<file path="src/hw/rtl/jcb_pkg.sv">
package jcb_pkg;

	localparam logic CFG_BLIND_ENABLE = 1'b0;
	localparam logic CFG_ZEXT_ENABLE  = 1'b1;

	localparam logic [3:0] REG_AX      = 4'd11;
	localparam logic [3:0] PSEUDO_FUNC = 4'd4;

	localparam logic [7:0] OP_LD_SECOND = 8'h00;
	localparam logic [7:0] OP_LD_IMM64  = 8'h18;
	localparam logic [7:0] OP_MOV32_K   = 8'hb4;
	localparam logic [7:0] OP_MOV64_K   = 8'hb7;
	localparam logic [7:0] OP_XOR32_K   = 8'ha4;
	localparam logic [7:0] OP_XOR64_K   = 8'ha7;
	localparam logic [7:0] OP_LSH64_K   = 8'h67;
	localparam logic [7:0] OP_MOV64_X   = 8'hbf;
	localparam logic [7:0] OP_MOV32_X   = 8'hbc;
	localparam logic [7:0] OP_OR64_X    = 8'h4f;
	localparam logic [7:0] OP_XOR64_X   = 8'haf;

	localparam logic [7:0] OP_ST_W  = 8'h62;
	localparam logic [7:0] OP_ST_H  = 8'h6a;
	localparam logic [7:0] OP_ST_B  = 8'h72;
	localparam logic [7:0] OP_ST_DW = 8'h7a;

	localparam logic [7:0] ALU_ADD = 8'h00;
	localparam logic [7:0] ALU_SUB = 8'h10;
	localparam logic [7:0] ALU_MUL = 8'h20;
	localparam logic [7:0] ALU_DIV = 8'h30;
	localparam logic [7:0] ALU_OR  = 8'h40;
	localparam logic [7:0] ALU_AND = 8'h50;
	localparam logic [7:0] ALU_MOD = 8'h90;
	localparam logic [7:0] ALU_XOR = 8'ha0;
	localparam logic [7:0] ALU_MOV = 8'hb0;

	localparam logic [7:0] JMP_JEQ  = 8'h10;
	localparam logic [7:0] JMP_JGT  = 8'h20;
	localparam logic [7:0] JMP_JGE  = 8'h30;
	localparam logic [7:0] JMP_JSET = 8'h40;
	localparam logic [7:0] JMP_JNE  = 8'h50;
	localparam logic [7:0] JMP_JSGT = 8'h60;
	localparam logic [7:0] JMP_JSGE = 8'h70;
	localparam logic [7:0] JMP_JLT  = 8'ha0;
	localparam logic [7:0] JMP_JLE  = 8'hb0;
	localparam logic [7:0] JMP_JSLT = 8'hc0;
	localparam logic [7:0] JMP_JSLE = 8'hd0;

	localparam logic [7:0] SFX_ALU32_X = 8'h0c;
	localparam logic [7:0] SFX_ALU64_X = 8'h0f;
	localparam logic [7:0] SFX_JMP_X   = 8'h0d;
	localparam logic [7:0] SFX_JMP32_X = 8'h0e;
	localparam logic [7:0] ST_SIZE_MASK = 8'h18;
	localparam logic [7:0] STX_MEM_BASE = 8'h63;

	localparam logic [2:0] CLS_ALU   = 3'd4;
	localparam logic [2:0] CLS_JMP   = 3'd5;
	localparam logic [2:0] CLS_JMP32 = 3'd6;
	localparam logic [2:0] CLS_ALU64 = 3'd7;

	localparam logic [31:0] AX_SHIFT    = 32'd32;
	localparam logic [31:0] ZEXT_IMM    = 32'd1;
	localparam logic [15:0] BACK_JMP_FIX = 16'd2;

	typedef enum logic [1:0] {
		MAIN_NONE,
		MAIN_PASS,
		MAIN_BLIND3,
		MAIN_LDPAIR
	} main_kind_t;

	typedef struct packed {
		logic        pfx;
		logic [3:0]  p_dst;
		logic [3:0]  p_src;
		logic [15:0] p_off;
		logic [31:0] p_imm;
		logic [31:0] p_rnd;
		main_kind_t  kind;
		logic [7:0]  op;
		logic [7:0]  op2;
		logic [3:0]  dst;
		logic [3:0]  src;
		logic [15:0] off;
		logic [31:0] imm;
		logic [31:0] rnd;
		logic        zext;
	} job_t;

endpackage

</file>
<file path="src/hw/rtl/jit_constant_blinding_rewriter_unit.sv">
// Rewrites an eBPF instruction stream with constant blinding. One instruction
// (plus its random word) is taken per cycle while the job queue between the
// classifier and the emitter has room; the emitter sends one instruction per
// cycle while out_stall is low. A pass-through item yields one instruction,
// a blinded immediate three, and a 64-bit load pair five, seven or eight
// (its first half yields nothing on its own; an unpaired first half adds one
// to the item after it). The emitter's one-per-cycle output register sets the
// sustained rate; QUEUE_DEPTH jobs of slack let the input run ahead of a stalled
// output. Jobs pass through the queue, then the output register. Write
// blind_enable (index 0) and zext_enable (index 1) only while the block is idle.
module jit_constant_blinding_rewriter_unit #(
	parameter int QUEUE_DEPTH = 4
) (
	input  logic               clk,
	input  logic               arst_n,
	input  logic               cfg_we,
	input  logic               cfg_index,
	input  logic               cfg_data,
	input  logic               in_valid,
	output logic               in_stall,
	input  logic [7:0]         opcode,
	input  logic [3:0]         dest_reg,
	input  logic [3:0]         source_reg,
	input  logic signed [15:0] offset,
	input  logic signed [31:0] immediate,
	input  logic [31:0]        random_word,
	input  logic               end_of_program,
	output logic               out_valid,
	input  logic               out_stall,
	output logic [7:0]         out_opcode,
	output logic [3:0]         out_dest,
	output logic [3:0]         out_source,
	output logic signed [15:0] out_offset,
	output logic signed [31:0] out_immediate,
	output logic               last_of_run
);

	logic          blind_q;
	logic          zext_q;
	logic          push;
	logic          full;
	logic          pop;
	logic          head_valid;
	jcb_pkg::job_t wr_job;
	jcb_pkg::job_t head_job;

	always_ff @(posedge clk or negedge arst_n) begin
		if (!arst_n) begin
			blind_q <= 1'b0;
			zext_q  <= 1'b0;
		end else if (cfg_we) begin
			if (cfg_index == jcb_pkg::CFG_BLIND_ENABLE) begin
				blind_q <= cfg_data;
			end else begin
				zext_q <= cfg_data;
			end
		end
	end

	jcb_front u_front (
		.clk            (clk),
		.arst_n         (arst_n),
		.in_valid       (in_valid),
		.in_stall       (in_stall),
		.opcode         (opcode),
		.dest_reg       (dest_reg),
		.source_reg     (source_reg),
		.offset         (offset),
		.immediate      (immediate),
		.random_word    (random_word),
		.end_of_program (end_of_program),
		.blind_en       (blind_q),
		.zext_en        (zext_q),
		.full           (full),
		.push           (push),
		.job            (wr_job)
	);

	jcb_queue #(
		.DEPTH (QUEUE_DEPTH)
	) u_queue (
		.clk        (clk),
		.arst_n     (arst_n),
		.push       (push),
		.wr_job     (wr_job),
		.full       (full),
		.pop        (pop),
		.head_valid (head_valid),
		.head_job   (head_job)
	);

	jcb_back u_back (
		.clk           (clk),
		.arst_n        (arst_n),
		.head_valid    (head_valid),
		.head_job      (head_job),
		.pop           (pop),
		.out_valid     (out_valid),
		.out_stall     (out_stall),
		.out_opcode    (out_opcode),
		.out_dest      (out_dest),
		.out_source    (out_source),
		.out_offset    (out_offset),
		.out_immediate (out_immediate),
		.last_of_run   (last_of_run)
	);

endmodule

</file>
<file path="src/hw/rtl/jcb_front.sv">
module jcb_front (
	input  logic              clk,
	input  logic              arst_n,
	input  logic              in_valid,
	output logic              in_stall,
	input  logic [7:0]        opcode,
	input  logic [3:0]        dest_reg,
	input  logic [3:0]        source_reg,
	input  logic [15:0]       offset,
	input  logic [31:0]       immediate,
	input  logic [31:0]       random_word,
	input  logic              end_of_program,
	input  logic              blind_en,
	input  logic              zext_en,
	input  logic              full,
	output logic              push,
	output jcb_pkg::job_t     job
);

	logic        pend_q;
	logic        skip_q;
	logic [3:0]  pend_dst_q;
	logic [3:0]  pend_src_q;
	logic [15:0] pend_off_q;
	logic [31:0] pend_imm_q;
	logic [31:0] pend_rnd_q;

	logic        accept;
	logic        pend_n;
	logic        skip_n;
	logic        hold;
	logic        normal;
	logic [2:0]  cls;
	logic [7:0]  opbits;
	logic [31:0] masked;
	logic [15:0] jmp_off;
	logic        ax_use;
	logic        alu_k;
	logic        jmp_k;
	logic        st_k;
	logic        no_reg;

	assign accept   = in_valid && !full;
	assign in_stall = full;
	assign cls      = opcode[2:0];
	assign opbits   = {opcode[7:4], 4'h0};
	assign masked   = random_word ^ immediate;
	assign jmp_off  = offset[15] ? offset - jcb_pkg::BACK_JMP_FIX : offset;
	assign ax_use   = (dest_reg == jcb_pkg::REG_AX) || (source_reg == jcb_pkg::REG_AX);
	assign no_reg   = !opcode[3];

	always_comb begin
		case (opbits) inside
			jcb_pkg::ALU_ADD, jcb_pkg::ALU_SUB, jcb_pkg::ALU_MUL, jcb_pkg::ALU_DIV,
			jcb_pkg::ALU_OR, jcb_pkg::ALU_AND, jcb_pkg::ALU_MOD, jcb_pkg::ALU_XOR,
			jcb_pkg::ALU_MOV: alu_k = 1'b1;
			default: alu_k = 1'b0;
		endcase
		case (opbits) inside
			jcb_pkg::JMP_JEQ, jcb_pkg::JMP_JGT, jcb_pkg::JMP_JGE, jcb_pkg::JMP_JSET,
			jcb_pkg::JMP_JNE, jcb_pkg::JMP_JSGT, jcb_pkg::JMP_JSGE, jcb_pkg::JMP_JLT,
			jcb_pkg::JMP_JLE, jcb_pkg::JMP_JSLT, jcb_pkg::JMP_JSLE: jmp_k = 1'b1;
			default: jmp_k = 1'b0;
		endcase
		case (opcode) inside
			jcb_pkg::OP_ST_W, jcb_pkg::OP_ST_H, jcb_pkg::OP_ST_B,
			jcb_pkg::OP_ST_DW: st_k = 1'b1;
			default: st_k = 1'b0;
		endcase
	end

	always_comb begin
		job       = '0;
		job.p_dst = pend_dst_q;
		job.p_src = pend_src_q;
		job.p_off = pend_off_q;
		job.p_imm = pend_imm_q;
		job.p_rnd = pend_rnd_q;
		job.op    = opcode;
		job.dst   = dest_reg;
		job.src   = source_reg;
		job.off   = offset;
		job.imm   = immediate;
		job.rnd   = random_word;
		job.zext  = zext_en;
		job.kind  = jcb_pkg::MAIN_NONE;
		pend_n    = pend_q;
		skip_n    = skip_q;
		hold      = 1'b0;
		normal    = 1'b1;
		if (skip_q) begin
			skip_n   = 1'b0;
			job.kind = jcb_pkg::MAIN_PASS;
			normal   = 1'b0;
		end else if (pend_q) begin
			pend_n = 1'b0;
			if (opcode == jcb_pkg::OP_LD_SECOND) begin
				job.kind = jcb_pkg::MAIN_LDPAIR;
				normal   = 1'b0;
			end else begin
				job.pfx = 1'b1;
			end
		end
		if (normal) begin
			if (!blind_en || opcode == jcb_pkg::OP_LD_SECOND) begin
				job.kind = jcb_pkg::MAIN_PASS;
			end else if (opcode == jcb_pkg::OP_LD_IMM64) begin
				if (source_reg == jcb_pkg::PSEUDO_FUNC || ax_use) begin
					job.kind = jcb_pkg::MAIN_PASS;
					skip_n   = 1'b1;
				end else if (end_of_program) begin
					job.kind = jcb_pkg::MAIN_PASS;
				end else begin
					hold   = 1'b1;
					pend_n = 1'b1;
				end
			end else if (ax_use) begin
				job.kind = jcb_pkg::MAIN_PASS;
			end else if (immediate == '0 &&
				(opcode == jcb_pkg::OP_MOV32_K || opcode == jcb_pkg::OP_MOV64_K)) begin
				job.kind = jcb_pkg::MAIN_PASS;
				job.op   = jcb_pkg::OP_XOR64_X;
				job.src  = dest_reg;
				job.off  = '0;
				job.imm  = '0;
			end else if (no_reg && alu_k &&
				(cls == jcb_pkg::CLS_ALU || cls == jcb_pkg::CLS_ALU64)) begin
				job.kind = jcb_pkg::MAIN_BLIND3;
				job.op   = (cls == jcb_pkg::CLS_ALU) ? jcb_pkg::OP_MOV32_K : jcb_pkg::OP_MOV64_K;
				job.op2  = opbits | ((cls == jcb_pkg::CLS_ALU) ? jcb_pkg::SFX_ALU32_X
					: jcb_pkg::SFX_ALU64_X);
				job.off  = '0;
				job.imm  = masked;
			end else if (no_reg && jmp_k &&
				(cls == jcb_pkg::CLS_JMP || cls == jcb_pkg::CLS_JMP32)) begin
				job.kind = jcb_pkg::MAIN_BLIND3;
				job.op   = (cls == jcb_pkg::CLS_JMP) ? jcb_pkg::OP_MOV64_K : jcb_pkg::OP_MOV32_K;
				job.op2  = opbits | ((cls == jcb_pkg::CLS_JMP) ? jcb_pkg::SFX_JMP_X
					: jcb_pkg::SFX_JMP32_X);
				job.off  = jmp_off;
				job.imm  = masked;
			end else if (st_k) begin
				job.kind = jcb_pkg::MAIN_BLIND3;
				job.op   = jcb_pkg::OP_MOV64_K;
				job.op2  = (opcode & jcb_pkg::ST_SIZE_MASK) | jcb_pkg::STX_MEM_BASE;
				job.imm  = masked;
			end else begin
				job.kind = jcb_pkg::MAIN_PASS;
			end
		end
		if (end_of_program) begin
			pend_n = 1'b0;
			skip_n = 1'b0;
		end
	end

	assign push = accept && (job.pfx || job.kind != jcb_pkg::MAIN_NONE);

	always_ff @(posedge clk or negedge arst_n) begin
		if (!arst_n) begin
			pend_q <= 1'b0;
			skip_q <= 1'b0;
		end else if (accept) begin
			pend_q <= pend_n;
			skip_q <= skip_n;
		end
	end

	always_ff @(posedge clk) begin
		if (accept && hold) begin
			pend_dst_q <= dest_reg;
			pend_src_q <= source_reg;
			pend_off_q <= offset;
			pend_imm_q <= immediate;
			pend_rnd_q <= random_word;
		end
	end

	a_hold_skip_excl: assert property (@(posedge clk) disable iff (!arst_n)
		!(pend_q && skip_q))
		else $error("held load half and skip flag set together");

	a_hold_no_push: assert property (@(posedge clk) disable iff (!arst_n)
		(accept && hold && !pend_q && !skip_q) |-> !push)
		else $error("transaction pushed for a held load half");

endmodule

</file>
<file path="src/hw/rtl/jcb_queue.sv">
module jcb_queue #(
	parameter int DEPTH = 4
) (
	input  logic          clk,
	input  logic          arst_n,
	input  logic          push,
	input  jcb_pkg::job_t wr_job,
	output logic          full,
	input  logic          pop,
	output logic          head_valid,
	output jcb_pkg::job_t head_job
);

	localparam int PW = (DEPTH > 1) ? $clog2(DEPTH) : 1;
	localparam int CW = $clog2(DEPTH + 1);

	jcb_pkg::job_t mem_q [DEPTH];
	logic [PW-1:0] wr_ptr_q;
	logic [PW-1:0] rd_ptr_q;
	logic [CW-1:0] count_q;

	assign full       = (count_q == CW'(DEPTH));
	assign head_valid = (count_q != '0);
	assign head_job   = mem_q[rd_ptr_q];

	always_ff @(posedge clk) begin
		if (push) begin
			mem_q[wr_ptr_q] <= wr_job;
		end
	end

	always_ff @(posedge clk or negedge arst_n) begin
		if (!arst_n) begin
			wr_ptr_q <= '0;
			rd_ptr_q <= '0;
			count_q  <= '0;
		end else begin
			if (push) begin
				wr_ptr_q <= (wr_ptr_q == PW'(DEPTH - 1)) ? '0 : wr_ptr_q + 1'b1;
			end
			if (pop) begin
				rd_ptr_q <= (rd_ptr_q == PW'(DEPTH - 1)) ? '0 : rd_ptr_q + 1'b1;
			end
			if (push && !pop) begin
				count_q <= count_q + 1'b1;
			end else if (pop && !push) begin
				count_q <= count_q - 1'b1;
			end
		end
	end

	a_no_overflow: assert property (@(posedge clk) disable iff (!arst_n)
		push |-> !full)
		else $error("push into a full queue");

	a_no_underflow: assert property (@(posedge clk) disable iff (!arst_n)
		pop |-> head_valid)
		else $error("pop from an empty queue");

endmodule

</file>
<file path="src/hw/rtl/jcb_back.sv">
module jcb_back (
	input  logic               clk,
	input  logic               arst_n,
	input  logic               head_valid,
	input  jcb_pkg::job_t      head_job,
	output logic               pop,
	output logic               out_valid,
	input  logic               out_stall,
	output logic [7:0]         out_opcode,
	output logic [3:0]         out_dest,
	output logic [3:0]         out_source,
	output logic signed [15:0] out_offset,
	output logic signed [31:0] out_immediate,
	output logic               last_of_run
);

	logic [2:0]  step_q;
	logic        pfx_done_q;
	logic        out_valid_q;
	logic [7:0]  op_q;
	logic [3:0]  dst_q;
	logic [3:0]  src_q;
	logic [15:0] off_q;
	logic [31:0] imm_q;
	logic        last_q;

	logic        load;
	logic        advance;
	logic        ax_use;
	logic        in_pfx;
	logic [7:0]  e_op;
	logic [3:0]  e_dst;
	logic [3:0]  e_src;
	logic [15:0] e_off;
	logic [31:0] e_imm;
	logic        e_last;

	assign load    = !out_valid_q || !out_stall;
	assign advance = load && head_valid;
	assign pop     = advance && e_last;
	assign in_pfx  = head_job.pfx && !pfx_done_q;
	assign ax_use  = (head_job.dst == jcb_pkg::REG_AX) || (head_job.src == jcb_pkg::REG_AX);

	always_comb begin
		e_op   = head_job.op;
		e_dst  = jcb_pkg::REG_AX;
		e_src  = '0;
		e_off  = '0;
		e_imm  = '0;
		e_last = 1'b0;
		if (in_pfx) begin
			e_op   = jcb_pkg::OP_LD_IMM64;
			e_dst  = head_job.p_dst;
			e_src  = head_job.p_src;
			e_off  = head_job.p_off;
			e_imm  = head_job.p_imm;
			e_last = (head_job.kind == jcb_pkg::MAIN_NONE);
		end else begin
			unique case (head_job.kind) inside
				jcb_pkg::MAIN_NONE, jcb_pkg::MAIN_PASS: begin
					e_dst  = head_job.dst;
					e_src  = head_job.src;
					e_off  = head_job.off;
					e_imm  = head_job.imm;
					e_last = 1'b1;
				end
				jcb_pkg::MAIN_BLIND3: begin
					unique case (step_q)
						3'd0: e_imm = head_job.imm;
						3'd1: begin
							e_op  = (head_job.op == jcb_pkg::OP_MOV32_K) ? jcb_pkg::OP_XOR32_K
								: jcb_pkg::OP_XOR64_K;
							e_imm = head_job.rnd;
						end
						default: begin
							e_op   = head_job.op2;
							e_dst  = head_job.dst;
							e_src  = jcb_pkg::REG_AX;
							e_off  = head_job.off;
							e_last = 1'b1;
						end
					endcase
				end
				jcb_pkg::MAIN_LDPAIR: begin
					unique case (step_q)
						3'd0: begin
							e_op  = jcb_pkg::OP_MOV64_K;
							e_imm = head_job.p_rnd ^ head_job.imm;
						end
						3'd1: begin
							e_op  = jcb_pkg::OP_XOR64_K;
							e_imm = head_job.p_rnd;
						end
						3'd2: begin
							e_op  = jcb_pkg::OP_LSH64_K;
							e_imm = jcb_pkg::AX_SHIFT;
						end
						3'd3: begin
							e_op  = jcb_pkg::OP_MOV64_X;
							e_dst = head_job.p_dst;
							e_src = jcb_pkg::REG_AX;
						end
						3'd4: begin
							if (ax_use) begin
								e_op   = head_job.op;
								e_dst  = head_job.dst;
								e_src  = head_job.src;
								e_off  = head_job.off;
								e_imm  = head_job.imm;
								e_last = 1'b1;
							end else begin
								e_op  = jcb_pkg::OP_MOV32_K;
								e_imm = head_job.rnd ^ head_job.p_imm;
							end
						end
						3'd5: begin
							e_op  = jcb_pkg::OP_XOR32_K;
							e_imm = head_job.rnd;
						end
						3'd6: begin
							if (head_job.zext) begin
								e_op  = jcb_pkg::OP_MOV32_X;
								e_src = jcb_pkg::REG_AX;
								e_imm = jcb_pkg::ZEXT_IMM;
							end else begin
								e_op   = jcb_pkg::OP_OR64_X;
								e_dst  = head_job.p_dst;
								e_src  = jcb_pkg::REG_AX;
								e_last = 1'b1;
							end
						end
						default: begin
							e_op   = jcb_pkg::OP_OR64_X;
							e_dst  = head_job.p_dst;
							e_src  = jcb_pkg::REG_AX;
							e_last = 1'b1;
						end
					endcase
				end
				default: e_last = 1'b1;
			endcase
		end
	end

	always_ff @(posedge clk or negedge arst_n) begin
		if (!arst_n) begin
			step_q      <= '0;
			pfx_done_q  <= 1'b0;
			out_valid_q <= 1'b0;
		end else begin
			if (load) begin
				out_valid_q <= head_valid;
			end
			if (advance) begin
				if (e_last) begin
					step_q     <= '0;
					pfx_done_q <= 1'b0;
				end else if (in_pfx) begin
					pfx_done_q <= 1'b1;
				end else begin
					step_q <= step_q + 1'b1;
				end
			end
		end
	end

	always_ff @(posedge clk) begin
		if (advance) begin
			op_q   <= e_op;
			dst_q  <= e_dst;
			src_q  <= e_src;
			off_q  <= e_off;
			imm_q  <= e_imm;
			last_q <= e_last;
		end
	end

	assign out_valid     = out_valid_q;
	assign out_opcode    = op_q;
	assign out_dest      = dst_q;
	assign out_source    = src_q;
	assign out_offset    = off_q;
	assign out_immediate = imm_q;
	assign last_of_run   = last_q;

	a_pop_restarts: assert property (@(posedge clk) disable iff (!arst_n)
		pop |=> (step_q == '0 && !pfx_done_q))
		else $error("sequencer not restarted after pop");

	a_pop_marks_last: assert property (@(posedge clk) disable iff (!arst_n)
		pop |=> (out_valid && last_of_run))
		else $error("final transaction of a run not marked last");

endmodule

</file>
<file path="config.mk">
export PLATFORM = sky130hd
export DESIGN_NAME = jit_constant_blinding_rewriter_unit
export DESIGN_NICKNAME = d
export VERILOG_FILES = /design/src/hw/rtl/jcb_pkg.sv /design/src/hw/rtl/jit_constant_blinding_rewriter_unit.sv /design/src/hw/rtl/jcb_front.sv /design/src/hw/rtl/jcb_queue.sv /design/src/hw/rtl/jcb_back.sv
export SDC_FILE = /design/constraint.sdc
export NUM_CORES = 1
export LEC_CHECK = 0
export BUFFER_PORTS_ARGS = -buffer_cell sky130_fd_sc_hd__clkbuf_2
export CAP_MARGIN = 30
export CORE_MARGIN = 2
export CORE_UTILIZATION = 60
export CTS_CLUSTER_SIZE = 24
export DETAILED_ROUTE_END_ITERATION = 7
export PLACE_DENSITY_LB_ADDON = 0.05
export SLEW_MARGIN = 20
export SYNTH_ARGS = -nofsm -noshare
export SYNTH_HDL_FRONTEND = slang
export SYNTH_SLANG_ARGS = --single-unit
export TNS_END_PERCENT = 1
</file>
<file path="constraint.sdc">
create_clock -name clk -period 9.7 [get_ports clk]
set_clock_uncertainty 0.15 [all_clocks]
set_input_delay 1.94 -clock clk [delete_from_list [all_inputs] [get_ports clk]]
set_output_delay 1.94 -clock clk [all_outputs]
set_load 0.02 [all_outputs]
</file>
==> impl_metrics.py <==
metrics = {
    "layout": {
        "multi_input_logic_area_sq_um": 10100,
        "post-route-util_pct": 68.2,
        "mostFrequentLayoutCells": "edfxtp_1, mux4_2, clkbuf_2",
        "postLayoutCellArea_sq_um": 43900,
        "layout.cells.most_common": "edfxtp_1",
        "layout.area.seq_sq_um": 28500,
        "fillerInstances": 4262,
        "areaGrowthSynthToFinish_pct": 12.1,
        "final_nets": 2467,
        "drive_gt1_share_pct": 23.7,
    },
    "clocking": {
        "clock_transition_at_the_register_clock_pins_on_the_worst_setup_and_hold_paths_after_cts_ns": 0.06,
        "numCtsBuffers": 93,
        "cts_hold_repair.buffers": 0,
        "cts_root_buf": "clkbuf_16",
        "cts_tree": "built",
        "clk_latency_ns": 0.65,
        "post-cts-setup-buffers": 0,
        "cts_sinks": 953,
        "htree_levels": 3,
        "post_cts.resized_instances": 0,
        "cts_max_path_buffers": 3,
    },
    "pwr": {
        "p_comb_share_pct": 35.0,
        "power.share.sequential_pct": 40.4,
        "pwr-share-clk_pct": 24.6,
        "vdd_ir_drop_max_mv": 0.227,
        "leakagePower_uw": 0.0143,
        "p_total_uw": 14300,
        "internal-power_uw": 9430,
        "total_power_divided_by_cell_area_nw_per_um2": 325,
        "swShare_pct": 34.0,
        "power_switching_uw": 4850,
    },
    "setup_path": {
        "worst-r2r-cell-count": 10,
        "critical_path_peak_fanout": 41,
        "cp_slowest_stage_delay_ns": 0.72,
        "timing.critical_path.max_delay_family": "simple AND/OR/NAND/NOR gates",
        "timing.critical_path.required_ns": 9.81,
        "cp_common_cell": "buf_4",
        "critical_path_depth": 7,
        "timing.critical_path.to_type": "flip-flop",
        "cp-start-kind": "input pin",
        "critPathSlowestCell": "buf_4",
        "cp.arrival_ns": 5.38,
        "critPathBufInv": 3,
        "crit_chain": "clkbuf_2 > or3_1 > nor4_2 > or4b_4 > nor2_4 > buf_4 > buf_4",
        "path_class": "in2reg",
    },
    "logic_synthesis": {
        "synth_top_cell_by_area": "edfxtp_1",
        "mappedNetlistArea_sq_um": 39200,
        "yosys_most_used_dff": "edfxtp_1",
        "post_synth_inst_count": 2178,
        "synth_cell_types": 69,
        "ys_top_cells_by_area": "edfxtp_1, mux4_2, xor2_1, nor2_1, o21ai_0",
        "synthDominantCellAreaShare_pct": 71.8,
        "synth_area_per_cell_sq_um": 18.0,
        "mappedNetlistNets": 2295,
        "synth.yosys.seq_area_share_pct": 72.8,
        "ys_ff_latch": 953,
        "synth-edff-count": 937,
        "async_flop_share_pct": 1.68,
        "synth-warning-count": 0,
    },
    "timing": {
        "layout_min_cycle_time_ns": 5.27,
        "worst_pin_slew_ns": 1.17,
        "final-max-slew-violation-count": 0,
        "hold_viol_final": 0,
        "max_clock_freq_mhz": 190,
        "layout_worst_path_cycle_share_pct": 54.3,
        "grt_setup_unrepaired": "no",
        "final.setup.tns_ns": 0,
        "timing.slew.headroom_pct": 22.2,
        "finalSetupViolations": 0,
    },
    "run": {
        "timing.max_cap.violations": 0,
    },
    "global_route": {
        "antenna_found_initial": 5,
        "grt_pass1_vias": 22400,
        "globalRoute.totalOverflow": 0,
        "largest_net_degree_at_the_start_of_global_routing": 163,
        "global_route.usage.total_pct": 28.1,
        "grt_first_pass_wirelength_mm": 138,
    },
    "floorplanning": {
        "die_height_microns": 260,
        "design.core.area_sq_um": 64500,
        "die_area_sq_um": 67400,
        "rows": 93,
        "die_width_microns": 260,
        "initial_utilization_pct": 60.8,
        "boundary_pins": 171,
    },
    "placement": {
        "placement.io_buffers": 170,
        "place.detailed.hpwl_mm": 49.3,
        "place_area_sq_um": 40900,
        "gpl.final_weighted_congestion": 0.797,
    },
    "routing": {
        "vias": 21700,
        "detail-route-antenna-nets": 0,
        "wl_per_instance_microns": 28.5,
        "drtPass1Iterations": 6,
        "detail_route.drc_violations": 0,
        "avgViaCountPerCell": 6.61,
        "detailedRoute.firstIterationViolations": 2527,
        "drt-total-wl_mm": 93.6,
    },
    "run_status": {
        "status": "finished, final reports clean",
    },
    "hold_path": {
        "hold_depth": 0,
        "min-delay-path-class": "reg2reg",
    },
}
-- cell families (layout without fill, tap and decap cells) --
group | after synthesis | in the layout | share of synthesized area [%]
flip-flops | 953 | 953 | 72.8
XOR/XNOR | 112 | 112 | 2.50
other | 0 | 2 | 0
adder cells (fa/ha/maj) | 13 | 13 | 0.434
multiplexers | 237 | 237 | 12.3
buffers and inverters | 146 | 392 | 1.79
AND/OR/NAND/NOR | 370 | 370 | 4.40
AO/OA/AOI/OAI | 347 | 347 | 5.73
-- Yosys cell counts, drive strengths merged, types with 4 or more instances --
library cell  number
nor4b              4
nand4b             5
buf               60
ha                12
a21oi             89
a221o              4
and3               7
xnor2             37
dfrtp             16
a31oi              6
nand4             14
nor2             143
mux4             196
nor4              12
nand3             13
nand2            106
nor2b             10
mux2               9
a221oi            30
nor3              21
clkbuf            70
a22oi             31
edfxtp           937
a21o               6
nand2b            10
o211ai            33
and2              14
xor2              75
a22o              20
o31ai              7
o21ai             96
mux2i             32
inv               16
-- cell type report --
type / count / area share (%)
Sequential cell: 953 / 65.0
Multi-Input combinational cell: 1079 / 22.9
Clock buffer: 117 / 5.60
Timing Repair Buffer: 207 / 2.83
Tap cell: 855 / 2.43
Clock inverter: 52 / 1.15
Inverter: 16 / 0.137
Antenna cell: 2 / 0.0114
-- through the flow --
step / hold WS, ns / instances / setup WS (ns)
2_1_floorplan: 0.306 / 2178 / 1.54
5_1_grt: 0.353 / 3280 / 4.09
3_3_place_gp: 0.314 / 3106 / 3.83
6_report: 0.340 / 3281 / 4.43
4_1_cts: 0.340 / 3278 / 4.23
3_5_place_dp: 0.330 / 3109 / 3.83
-- registers in the layout, indices dropped and copies added (netlist names), 2 cells and up --
| name | count |
|---|---|
| u_back.out_dest | 4 |
| u_back.out_immediate | 32 |
| u_back.out_offset | 16 |
| u_back.out_opcode | 8 |
| u_back.out_source | 4 |
| u_back.step_q | 3 |
| u_front.pend_dst_q | 4 |
| u_front.pend_imm_q | 32 |
| u_front.pend_off_q | 16 |
| u_front.pend_rnd_q | 32 |
| u_front.pend_src_q | 4 |
| u_queue.count_q | 3 |
| u_queue.mem_q | 784 |
| u_queue.rd_ptr_q | 2 |
| u_queue.wr_ptr_q | 2 |
-- path summary, 6_finish.rpt --
path | startpoint | to | slack [ns]
setup / recovery | opcode[5] | u_front.pend_rnd_q[14] | 4.43
hold / removal | u_front.pend_imm_q[28] | u_queue.mem_q[3][167] | 0.34
setup reg to reg | u_queue.rd_ptr_q[0] | u_back.out_immediate[8] | 4.65
hold reg to reg | u_front.pend_imm_q[28] | u_queue.mem_q[3][167] | 0.34
max in group asynchronous | arst_n | u_queue.rd_ptr_q[0] | 7.88
min in group asynchronous | arst_n | blind_q | 1.12
-- power by group through the flow --
stage | registers [uW] | clock network [uW] | logic, uW
global route | 5830 | 3710 | 5310
CTS | 5770 | 3570 | 4980
global placement | 5810 | 0 | 4850
finish | 5760 | 3520 | 5000
floorplan | 6070 | 0 | 3270
detailed placement | 5850 | 0 | 4950
-- layer usage --
| layer | track usage, % | wire, microns | vias up |
|---|---|---|---|
| met1 | 38.9 | 37300 | 11200 |
| met3 | 4.98 | 8110 | 195 |
| met5 | 0 | 34 | - |
| li1 | - | - | 9121 |
| met2 | 45.6 | 45300 | 1128 |
| met4 | 10.0 | 2890 | 6 |
Power figures use the tool's default switching activity.
